**src/rtl/scrc_pkg.sv**
```systemverilog
`default_nettype none
// ----------------------------------------------------------------------------
// scrc_pkg - sensor command/report controller package
// Request types, command codes, register indexes and keyword tables.
// ----------------------------------------------------------------------------
package scrc_pkg;

  localparam int unsigned KEYWORDS   = 7;
  localparam int unsigned NUM_START  = 7;
  localparam int unsigned LINE_LEN_W = 8;
  localparam int unsigned PERIOD_W   = 16;
  localparam int unsigned SAMPLE_W   = 10;
  localparam int unsigned CFG_IDX_W  = 1;

  localparam logic [7:0] CHAR_LF    = 8'd10;
  localparam logic [7:0] CHAR_TAB   = 8'd9;
  localparam logic [7:0] CHAR_CR    = 8'd13;
  localparam logic [7:0] CHAR_SPACE = 8'd32;
  localparam logic [7:0] CHAR_PLUS  = 8'd43;
  localparam logic [7:0] CHAR_MINUS = 8'd45;
  localparam logic [7:0] CHAR_0     = 8'd48;
  localparam logic [7:0] CHAR_9     = 8'd57;

  localparam logic [CFG_IDX_W-1:0] REG_START_PERIOD  = 1'd0;
  localparam logic [CFG_IDX_W-1:0] REG_START_CELSIUS = 1'd1;

  typedef enum logic [2:0] {
    CMD_UNKNOWN = 3'd0,
    CMD_SCALE_F = 3'd1,
    CMD_SCALE_C = 3'd2,
    CMD_PERIOD  = 3'd3,
    CMD_STOP    = 3'd4,
    CMD_START   = 3'd5,
    CMD_LOG     = 3'd6,
    CMD_OFF     = 3'd7
  } cmd_code_t;

  localparam logic KIND_BYTE   = 1'b0;
  localparam logic KIND_TICK   = 1'b1;
  localparam logic KIND_REPORT = 1'b0;
  localparam logic KIND_CMD    = 1'b1;

  typedef struct packed {
    logic                item_kind;
    logic [7:0]          byte_value;
    logic [SAMPLE_W-1:0] sensor_sample;
  } in_item_t;

  typedef struct packed {
    logic                result_kind;
    logic [2:0]          command_code;
    logic [SAMPLE_W-1:0] report_sample;
    logic                unit_celsius;
    logic [PERIOD_W-1:0] period_now;
    logic                halted_flag;
  } out_item_t;

  typedef struct packed {
    cmd_code_t           code;
    logic [PERIOD_W-1:0] period;
  } cmd_done_t;

  // keyword text, left aligned, first character in the top byte
  function automatic logic [55:0] kw_text(input int unsigned k);
    logic [55:0] t;
    case (k)
      0:       t = "SCALE=F";
      1:       t = "SCALE=C";
      2:       t = "PERIOD=";
      3:       t = {"STOP", 24'h0};
      4:       t = {"START", 16'h0};
      5:       t = {"LOG ", 24'h0};
      6:       t = {"OFF", 32'h0};
      default: t = '0;
    endcase
    return t;
  endfunction

  function automatic logic [7:0] kw_char(input int unsigned k, input logic [2:0] pos);
    logic [55:0] t;
    t = kw_text(k);
    return t[55 - 8 * int'(pos) -: 8];
  endfunction

  function automatic logic [LINE_LEN_W-1:0] kw_len(input int unsigned k);
    logic [LINE_LEN_W-1:0] n;
    case (k)
      0, 1, 2: n = 8'd7;
      3, 5:    n = 8'd4;
      4:       n = 8'd5;
      6:       n = 8'd3;
      default: n = 8'd0;
    endcase
    return n;
  endfunction

  function automatic logic kw_prefix(input int unsigned k);
    return (k == 2) || (k == 5);
  endfunction

endpackage
`default_nettype wire

```
**src/rtl/scrc_cmd_parser.sv**
```systemverilog
`default_nettype none
// ----------------------------------------------------------------------------
// scrc_cmd_parser - command line matcher
// Per-keyword prefix flags, line length and PERIOD= number parse; decodes the
// command at line end.
// ----------------------------------------------------------------------------
module scrc_cmd_parser #(
  parameter int unsigned LINE_MAX = 128
) (
  input  wire logic                 clk,
  input  wire logic                 rst_n,
  input  wire logic                 take_en,
  input  wire logic                 end_en,
  input  wire logic [7:0]           byte_value,
  output scrc_pkg::cmd_done_t       done
);

  localparam logic [scrc_pkg::LINE_LEN_W-1:0] LINE_MAX_C =
    scrc_pkg::LINE_LEN_W'(LINE_MAX);
  localparam logic [scrc_pkg::LINE_LEN_W-1:0] NUM_START_C =
    scrc_pkg::LINE_LEN_W'(scrc_pkg::NUM_START);

  typedef enum logic [1:0] {
    NUM_IDLE   = 2'd0,
    NUM_DIGITS = 2'd1,
    NUM_DONE   = 2'd2
  } num_phase_t;

  logic [scrc_pkg::KEYWORDS-1:0]   match_r, match_nxt;
  logic [scrc_pkg::LINE_LEN_W-1:0] len_r, len_nxt;
  num_phase_t                      phase_r, phase_nxt;
  logic                            neg_r, neg_nxt;
  logic [scrc_pkg::PERIOD_W-1:0]   value_r, value_nxt;

  logic       is_digit;
  logic [3:0] digit;
  logic [19:0] value_ext;

  assign is_digit  = (byte_value >= scrc_pkg::CHAR_0) && (byte_value <= scrc_pkg::CHAR_9);
  assign digit     = 4'(byte_value - scrc_pkg::CHAR_0);
  assign value_ext = {1'b0, value_r, 3'b000} + {3'b000, value_r, 1'b0} + {16'h0, digit};

  always_comb begin
    match_nxt = match_r;
    len_nxt   = len_r;
    phase_nxt = phase_r;
    neg_nxt   = neg_r;
    value_nxt = value_r;
    if (end_en) begin
      match_nxt = '1;
      len_nxt   = '0;
      phase_nxt = NUM_IDLE;
      neg_nxt   = 1'b0;
      value_nxt = '0;
    end else if (take_en && (len_r < LINE_MAX_C)) begin
      for (int unsigned k = 0; k < scrc_pkg::KEYWORDS; k++) begin
        if ((len_r < scrc_pkg::kw_len(k)) &&
            (byte_value != scrc_pkg::kw_char(k, len_r[2:0]))) begin
          match_nxt[k] = 1'b0;
        end
      end
      if (len_r >= NUM_START_C) begin
        case (phase_r)
          NUM_IDLE: begin
            if (byte_value inside {scrc_pkg::CHAR_SPACE,
                                   [scrc_pkg::CHAR_TAB:scrc_pkg::CHAR_CR]}) begin
              phase_nxt = NUM_IDLE;
            end else if (byte_value == scrc_pkg::CHAR_PLUS) begin
              phase_nxt = NUM_DIGITS;
            end else if (byte_value == scrc_pkg::CHAR_MINUS) begin
              neg_nxt   = 1'b1;
              phase_nxt = NUM_DIGITS;
            end else if (is_digit) begin
              value_nxt = {12'h0, digit};
              phase_nxt = NUM_DIGITS;
            end else begin
              phase_nxt = NUM_DONE;
            end
          end
          NUM_DIGITS: begin
            if (is_digit) begin
              value_nxt = (value_ext > 20'd65535) ? 16'hFFFF : value_ext[15:0];
            end else begin
              phase_nxt = NUM_DONE;
            end
          end
          default: ;
        endcase
      end
      len_nxt = len_r + 8'd1;
    end
  end

  // first matching keyword wins
  always_comb begin
    logic ok;
    done.code = scrc_pkg::CMD_UNKNOWN;
    for (int k = scrc_pkg::KEYWORDS - 1; k >= 0; k--) begin
      ok = scrc_pkg::kw_prefix(k) ? (len_r >= scrc_pkg::kw_len(k))
                                  : (len_r == scrc_pkg::kw_len(k));
      if (match_r[k] && ok) begin
        done.code = scrc_pkg::cmd_code_t'(3'(k + 1));
      end
    end
    done.period = (neg_r || (value_r == '0)) ? '0 : value_r;
  end

  always_ff @(posedge clk) begin
    if (!rst_n) begin
      match_r <= '1;
      len_r   <= '0;
      phase_r <= NUM_IDLE;
      neg_r   <= 1'b0;
      value_r <= '0;
    end else begin
      match_r <= match_nxt;
      len_r   <= len_nxt;
      phase_r <= phase_nxt;
      neg_r   <= neg_nxt;
      value_r <= value_nxt;
    end
  end

endmodule
`default_nettype wire

```
**src/rtl/sensor_command_report_controller.sv**
```systemverilog
`default_nettype none
// A request passes the input register; its result is then written to the result register.
// Throughput: one request per cycle unless a stalled result blocks the input; the state
// update per request (command matcher, tick counter) sets this figure.
// A stalled result only blocks input when the next request also produces one.
// Reset (synchronous, active low) clears the line state, loads period 1 and
// Fahrenheit, clears the stop/halt flags and empties both pipeline registers.
// ----------------------------------------------------------------------------
// sensor_command_report_controller - top level
// Input register, command/tick processing and result register.
// ----------------------------------------------------------------------------
module sensor_command_report_controller #(
  parameter int unsigned LINE_MAX = 128
) (
  input  wire logic                               clk,
  input  wire logic                               rst_n,
  input  wire logic                               in_valid,
  output logic                                    in_ready,
  input  wire scrc_pkg::in_item_t                 in_data,
  output logic                                    out_valid,
  input  wire logic                               out_ready,
  output scrc_pkg::out_item_t                     out_data,
  input  wire logic                               cfg_we,
  input  wire logic [scrc_pkg::CFG_IDX_W-1:0]     cfg_index,
  input  wire logic [scrc_pkg::PERIOD_W-1:0]      cfg_data
);

  logic                          s1_valid_r;
  scrc_pkg::in_item_t            s1_data_r;
  logic                          out_valid_r;
  scrc_pkg::out_item_t           out_data_r, res_data;
  logic                          res_valid, advance;

  logic [scrc_pkg::PERIOD_W-1:0] period_r, period_nxt;
  logic                          unit_r, unit_nxt;
  logic                          stopped_r, stopped_nxt;
  logic [scrc_pkg::PERIOD_W-1:0] secs_r, secs_nxt, secs_inc;
  logic                          halted_r, halted_nxt;

  logic                          is_byte, is_lf, take_en, end_en;
  scrc_pkg::cmd_done_t           done;

  assign is_byte = s1_valid_r && !halted_r && (s1_data_r.item_kind == scrc_pkg::KIND_BYTE);
  assign is_lf   = (s1_data_r.byte_value == scrc_pkg::CHAR_LF);
  assign take_en = advance && is_byte && !is_lf;
  assign end_en  = advance && is_byte && is_lf;
  assign secs_inc = secs_r + 16'd1;

  scrc_cmd_parser #(
    .LINE_MAX (LINE_MAX)
  ) u_parser (
    .clk        (clk),
    .rst_n      (rst_n),
    .take_en    (take_en),
    .end_en     (end_en),
    .byte_value (s1_data_r.byte_value),
    .done       (done)
  );

  always_comb begin
    period_nxt  = period_r;
    unit_nxt    = unit_r;
    stopped_nxt = stopped_r;
    secs_nxt    = secs_r;
    halted_nxt  = halted_r;
    res_valid   = 1'b0;
    if (s1_valid_r && !halted_r) begin
      if (s1_data_r.item_kind == scrc_pkg::KIND_BYTE) begin
        if (is_lf) begin
          res_valid = 1'b1;
          case (done.code)
            scrc_pkg::CMD_SCALE_F: unit_nxt    = 1'b0;
            scrc_pkg::CMD_SCALE_C: unit_nxt    = 1'b1;
            scrc_pkg::CMD_PERIOD:  period_nxt  = done.period;
            scrc_pkg::CMD_STOP:    stopped_nxt = 1'b1;
            scrc_pkg::CMD_START:   stopped_nxt = 1'b0;
            scrc_pkg::CMD_OFF:     halted_nxt  = 1'b1;
            default: ;
          endcase
        end
      end else begin
        secs_nxt = secs_inc;
        if (secs_inc >= period_r) begin
          secs_nxt  = '0;
          res_valid = !stopped_r;
        end
      end
    end
    res_data.result_kind   = is_lf && (s1_data_r.item_kind == scrc_pkg::KIND_BYTE)
                             ? scrc_pkg::KIND_CMD : scrc_pkg::KIND_REPORT;
    res_data.command_code  = (res_data.result_kind == scrc_pkg::KIND_CMD) ? done.code
                                                                          : scrc_pkg::CMD_UNKNOWN;
    res_data.report_sample = (res_data.result_kind == scrc_pkg::KIND_CMD) ? '0
                                                                          : s1_data_r.sensor_sample;
    res_data.unit_celsius  = unit_nxt;
    res_data.period_now    = period_nxt;
    res_data.halted_flag   = halted_nxt;
  end

  assign advance  = s1_valid_r && (!res_valid || !out_valid_r || out_ready);
  assign in_ready = !s1_valid_r || advance;

  always_ff @(posedge clk) begin
    if (!rst_n) begin
      s1_valid_r  <= 1'b0;
      out_valid_r <= 1'b0;
      period_r    <= 16'd1;
      unit_r      <= 1'b0;
      stopped_r   <= 1'b0;
      secs_r      <= '0;
      halted_r    <= 1'b0;
    end else begin
      if (in_ready) begin
        s1_valid_r <= in_valid;
      end
      if (advance && res_valid) begin
        out_valid_r <= 1'b1;
      end else if (out_ready) begin
        out_valid_r <= 1'b0;
      end
      if (advance) begin
        period_r  <= period_nxt;
        unit_r    <= unit_nxt;
        stopped_r <= stopped_nxt;
        secs_r    <= secs_nxt;
        halted_r  <= halted_nxt;
      end
      if (cfg_we) begin
        case (cfg_index)
          scrc_pkg::REG_START_PERIOD:  period_r <= cfg_data;
          scrc_pkg::REG_START_CELSIUS: unit_r   <= cfg_data[0];
          default: ;
        endcase
      end
    end
  end

  always_ff @(posedge clk) begin
    if (in_ready) begin
      s1_data_r <= in_data;
    end
    if (advance && res_valid) begin
      out_data_r <= res_data;
    end
  end

  assign out_valid = out_valid_r;
  assign out_data  = out_data_r;

`ifndef NO_ASSERTIONS
  // once halted, no new result is produced
  a_halt_quiet: assert property (@(posedge clk) disable iff (!rst_n)
    halted_r && !out_valid_r |=> !out_valid_r)
    else $error("result produced while halted");

  // a result flagged halted implies the halt state is set
  a_halt_flag: assert property (@(posedge clk) disable iff (!rst_n)
    out_valid_r && out_data_r.halted_flag |-> halted_r)
    else $error("halted flag without halt state");

  // a blocked input stage holds its request
  a_s1_hold: assert property (@(posedge clk) disable iff (!rst_n)
    s1_valid_r && !advance |=> s1_valid_r && $stable(s1_data_r))
    else $error("input stage lost a request");
`endif

endmodule
`default_nettype wire

```
**config.mk**
```make
export PLATFORM = sky130hd
export DESIGN_NAME = sensor_command_report_controller
export DESIGN_NICKNAME = d
export VERILOG_FILES = /design/src/rtl/scrc_pkg.sv /design/src/rtl/scrc_cmd_parser.sv /design/src/rtl/sensor_command_report_controller.sv
export SDC_FILE = /design/constraint.sdc
export NUM_CORES = 1
export LEC_CHECK = 0
export BUFFER_PORTS_ARGS = -buffer_cell sky130_fd_sc_hd__buf_2
export CAP_MARGIN = 20
export CORE_UTILIZATION = 55
export DETAILED_ROUTE_END_ITERATION = 12
export PLACE_DENSITY = 0.84
export SYNTH_ARGS = -nofsm -noshare
export SYNTH_HDL_FRONTEND = slang
export SYNTH_SLANG_ARGS = --single-unit
```
**constraint.sdc**
```tcl
create_clock -name clk -period 8 [get_ports clk]
set_input_delay 1.2 -clock clk [delete_from_list [all_inputs] [get_ports clk]]
set_output_delay 1.2 -clock clk [all_outputs]
set_load 0.02 [all_outputs]
```
==> impl_metrics.csv <==
group,metric,value,unit
logic_synthesis,synthMuxAreaShare,0.03227,
logic_synthesis,yosysWarnings,0,
floorplanning,rows,43,
clock_network,cts_buffer_depth,2,
logic_synthesis,synth-seq-cells,122,
detailed_routing,routed_wirelength,19090,um
logic_synthesis,ys_seq_area_frac,0.3808,
placement,gp_congestion,0.9166,
finish,layout.cells.most_common,"nand2_1",
logic_synthesis,synthFlopType,"dfxtp_1",
logic_synthesis,synth_compound_area_frac,0.1891,
status,status,"complete, no violations",
finish,final_cell_mix,"90 x nand2_1, 74 x buf_2, 71 x dfxtp_1, 56 x nor2_1, 56 x ha_1",
logic_synthesis,synth_area,7754,um2
detailed_routing,drt-pass1-iter-count,6,
global_routing,track_usage,0.2659,
finish,seq_area,2953,um2
clock_network,clock_latency,430,ps
clock_network,root_buffer,"clkbuf_16",
setup_path,required,6800,ps
finish,finalNonFillerCells,1113,
power,p_leak,3.705,nW
logic_synthesis,synth.distinct_cells,72,
placement,place_ws,2555,ps
finish,fillers,1105,
floorplanning,die_h,120.7,um
logic_synthesis,yosys.area.top_type_share,0.1975,
timing,tns,0,ps
floorplanning,io_pins,75,
logic_synthesis,synth.area.top_cells,"edfxtp_1 20%, dfxtp_1 18%, ha_1 9.0%",
logic_synthesis,avgSynthCellArea,8.933,um2
clock_network,hold_buffers,0,
setup_path,critPathMaxStageDelay,590,ps
hold_path,hold_class,"reg -> reg",
logic_synthesis,synthCells,868,
global_routing,antenna_found_initial,0,
detailed_routing,ant_nets,0,
placement,placed_cells,1079,
logic_synthesis,yosys.area_share.simple,0.1925,
setup_path,timing.rr.start,"secs_r[0]",
placement,io_buffers,74,
timing,drv_slew,0,
detailed_routing,routedWlPerCell,17.16,um
logic_synthesis,synth_fa_ha_area_frac,0.09553,
logic_synthesis,synth_top_cell_by_area,"edfxtp_1",
global_routing,grt_pass1_vias,6200,
setup_path,worst_setup_path_end_kind,"output pin",
detailed_routing,vias,6854,
power,p_per_area,169.2,nW/um2
hold_path,min_from,"u_parser.match_r[6]",
timing,slew-limit-headroom,0.3672,
setup_path,cpMaxStageDelayCell,"or2_2",
placement,dp_hpwl,13810,um
setup_path,cp-startpoint,"secs_r[0]",
timing,setup_viol,0,
finish,multiInputGateArea,4428,um2
flow_run,maxCapViolCount,0,
timing,layout_setup_ws,2104,ps
clock_network,cts_buffers,17,
power,power,1.484,mW
finish,syn2layout_area_growth,13.12,%
logic_synthesis,synth_top_family_by_area,"simple AND/OR/NAND/NOR gates",
finish,drive_gt1_frac,0.1651,
setup_path,path_cells,"ha_1 > nand3_1 > nor3_1 > nand3_1 > nor2_1 > xor2_1 > ha_1 > nand4_1 > or3_1 > o211a_1 > nor3b_1 > o21ai_0 > or2_2 > buf_2",
floorplanning,dieArea,14580,um2
timing,holdWs,455.4,ps
floorplanning,core_area,13830,um2
logic_synthesis,synth_edf_count,51,
floorplanning,initial_utilization,0.5608,
setup_path,critPathLaunchType,"register",
setup_path,cp.arrival,4700,ps
timing,tightest_slew,943.6,ps
detailed_routing,drt_iter0_markers,691,
timing,min_period,5896,ps
clock_network,tritoncts,"built",
power,irDropWorstVdd,0.0001550,V
floorplanning,die_w,120.7,um
timing,skew,9.463,ps
logic_synthesis,synthArstFlopShare,0,
clock_network,cts_setup_buffers,0,
detailed_routing,drc,0,
setup_path,critPathMaxFanout,20,
finish,n_antenna_cell,0,
logic_synthesis,synth_nets,967,
clock_network,cts_resized,0,
clock_network,cts_num_sinks,122,
finish,nNetsFinal,1019,
clock_network,cts-htree-levels,4,
global_routing,grt_pass1_wl,30450,um
logic_synthesis,synthXorXnorAreaFrac,0.05987,
global_routing,grt_max_degree,33,
global_routing,gr-total-overflow,0,
timing,timing.fmax,169.6,MHz
timing,hold_violations,0,
clock_network,clkTransAtPathRegs,60,ps
timing,rsz0062_at_grt,"false",
setup_path,path_class,"reg -> out",
timing,period_share,0.7370,
detailed_routing,via_per_inst,6.158,
## kinds of logic (layout without fill, tap and decap cells)
logic type	after synthesis	in the layout
DFF	122	122
adders and majority gates	58	58
and+or+nand+nor	298	298
AOI/OAI and AO/OA	216	216
buffers and inverters	101	166
muxes	20	20
xor gates and xnor gates	53	53
## synthesized netlist by cell type, types with 23 or more instances
cell type,number
nor2_1,57
ha_1,56
o21ai_0,45
nand3_1,28
xnor2_1,33
edfxtp_1,51
nand2_1,90
inv_1,52
dfxtp_1,71
nor3_1,23
clkbuf_1,45
a21oi_1,35
## path summary, 6_finish.rpt
check	endpoint	slack [ps]	cells past startpoint
max	in_ready	2100	14
min	u_parser.match_r[6]	460	1
max reg2reg	period_r[4]	3460	14
min reg2reg	u_parser.match_r[6]	460	1
## state kept, by name (all words and copies together) (netlist names)
signal / flops
halted_r: 1
out_data: 32
out_valid: 1
period_r: 16
s1_data_r: 19
s1_valid_r: 1
secs_r: 16
stopped_r: 1
u_parser.len_r: 8
u_parser.match_r: 7
u_parser.neg_r: 1
u_parser.phase_r: 2
u_parser.value_r: 16
unit_r: 1
## where the power goes
| part | total [mW] | leakage, nW | internal, mW | switching (mW) |
|---|---|---|---|---|
| Combinational | 0.109 | 2.36 | 0.0465 | 0.0621 |
| Sequential | 0.680 | 1.09 | 0.661 | 0.0186 |
| Clock | 0.695 | 0.261 | 0.399 | 0.297 |
| Total | 1.48 | 3.70 | 1.11 | 0.377 |
## metrics by stage
stage | cell area (um2) | utilization
global placement | 8209 | 0.5937
global route | 8771 | 0.6343
floorplan | 7754 | -
finish | 8771 | 0.6343
CTS | 8758 | 0.6334
detailed placement | 8217 | 0.5942
## area by class of cell
cell class                 instances  area share
timing repair buffer              82     0.04879
clock inverter                    15     0.01327
multi-input combinational        645      0.5049
tap                              180     0.02568
clock buffer                      17     0.04850
inverter                          52     0.02225
sequential                       122      0.3367
## worst max-delay path: cells and delay by family (launching register included)
kind            cells  cell delay [ps]
compound gates      2              510
xor+xnor            1              100
fa+ha+maj           2              550
buf+inv             1              260
flops               1              410
simple gates        8             2430
## routing by layer
| layer | track usage | wire length, um | vias to the layer above |
|---|---|---|---|
| li1 | - | - | 3270 |
| met1 | 0.3355 | 8316 | 3270 |
| met2 | 0.4547 | 9265 | 287 |
| met3 | 0.05142 | 1211 | 27 |
| met4 | 0.08873 | 301 | 0 |
| met5 | 0 | 0 | - |
No activity file was read; power rests on OpenSTA's default activity.
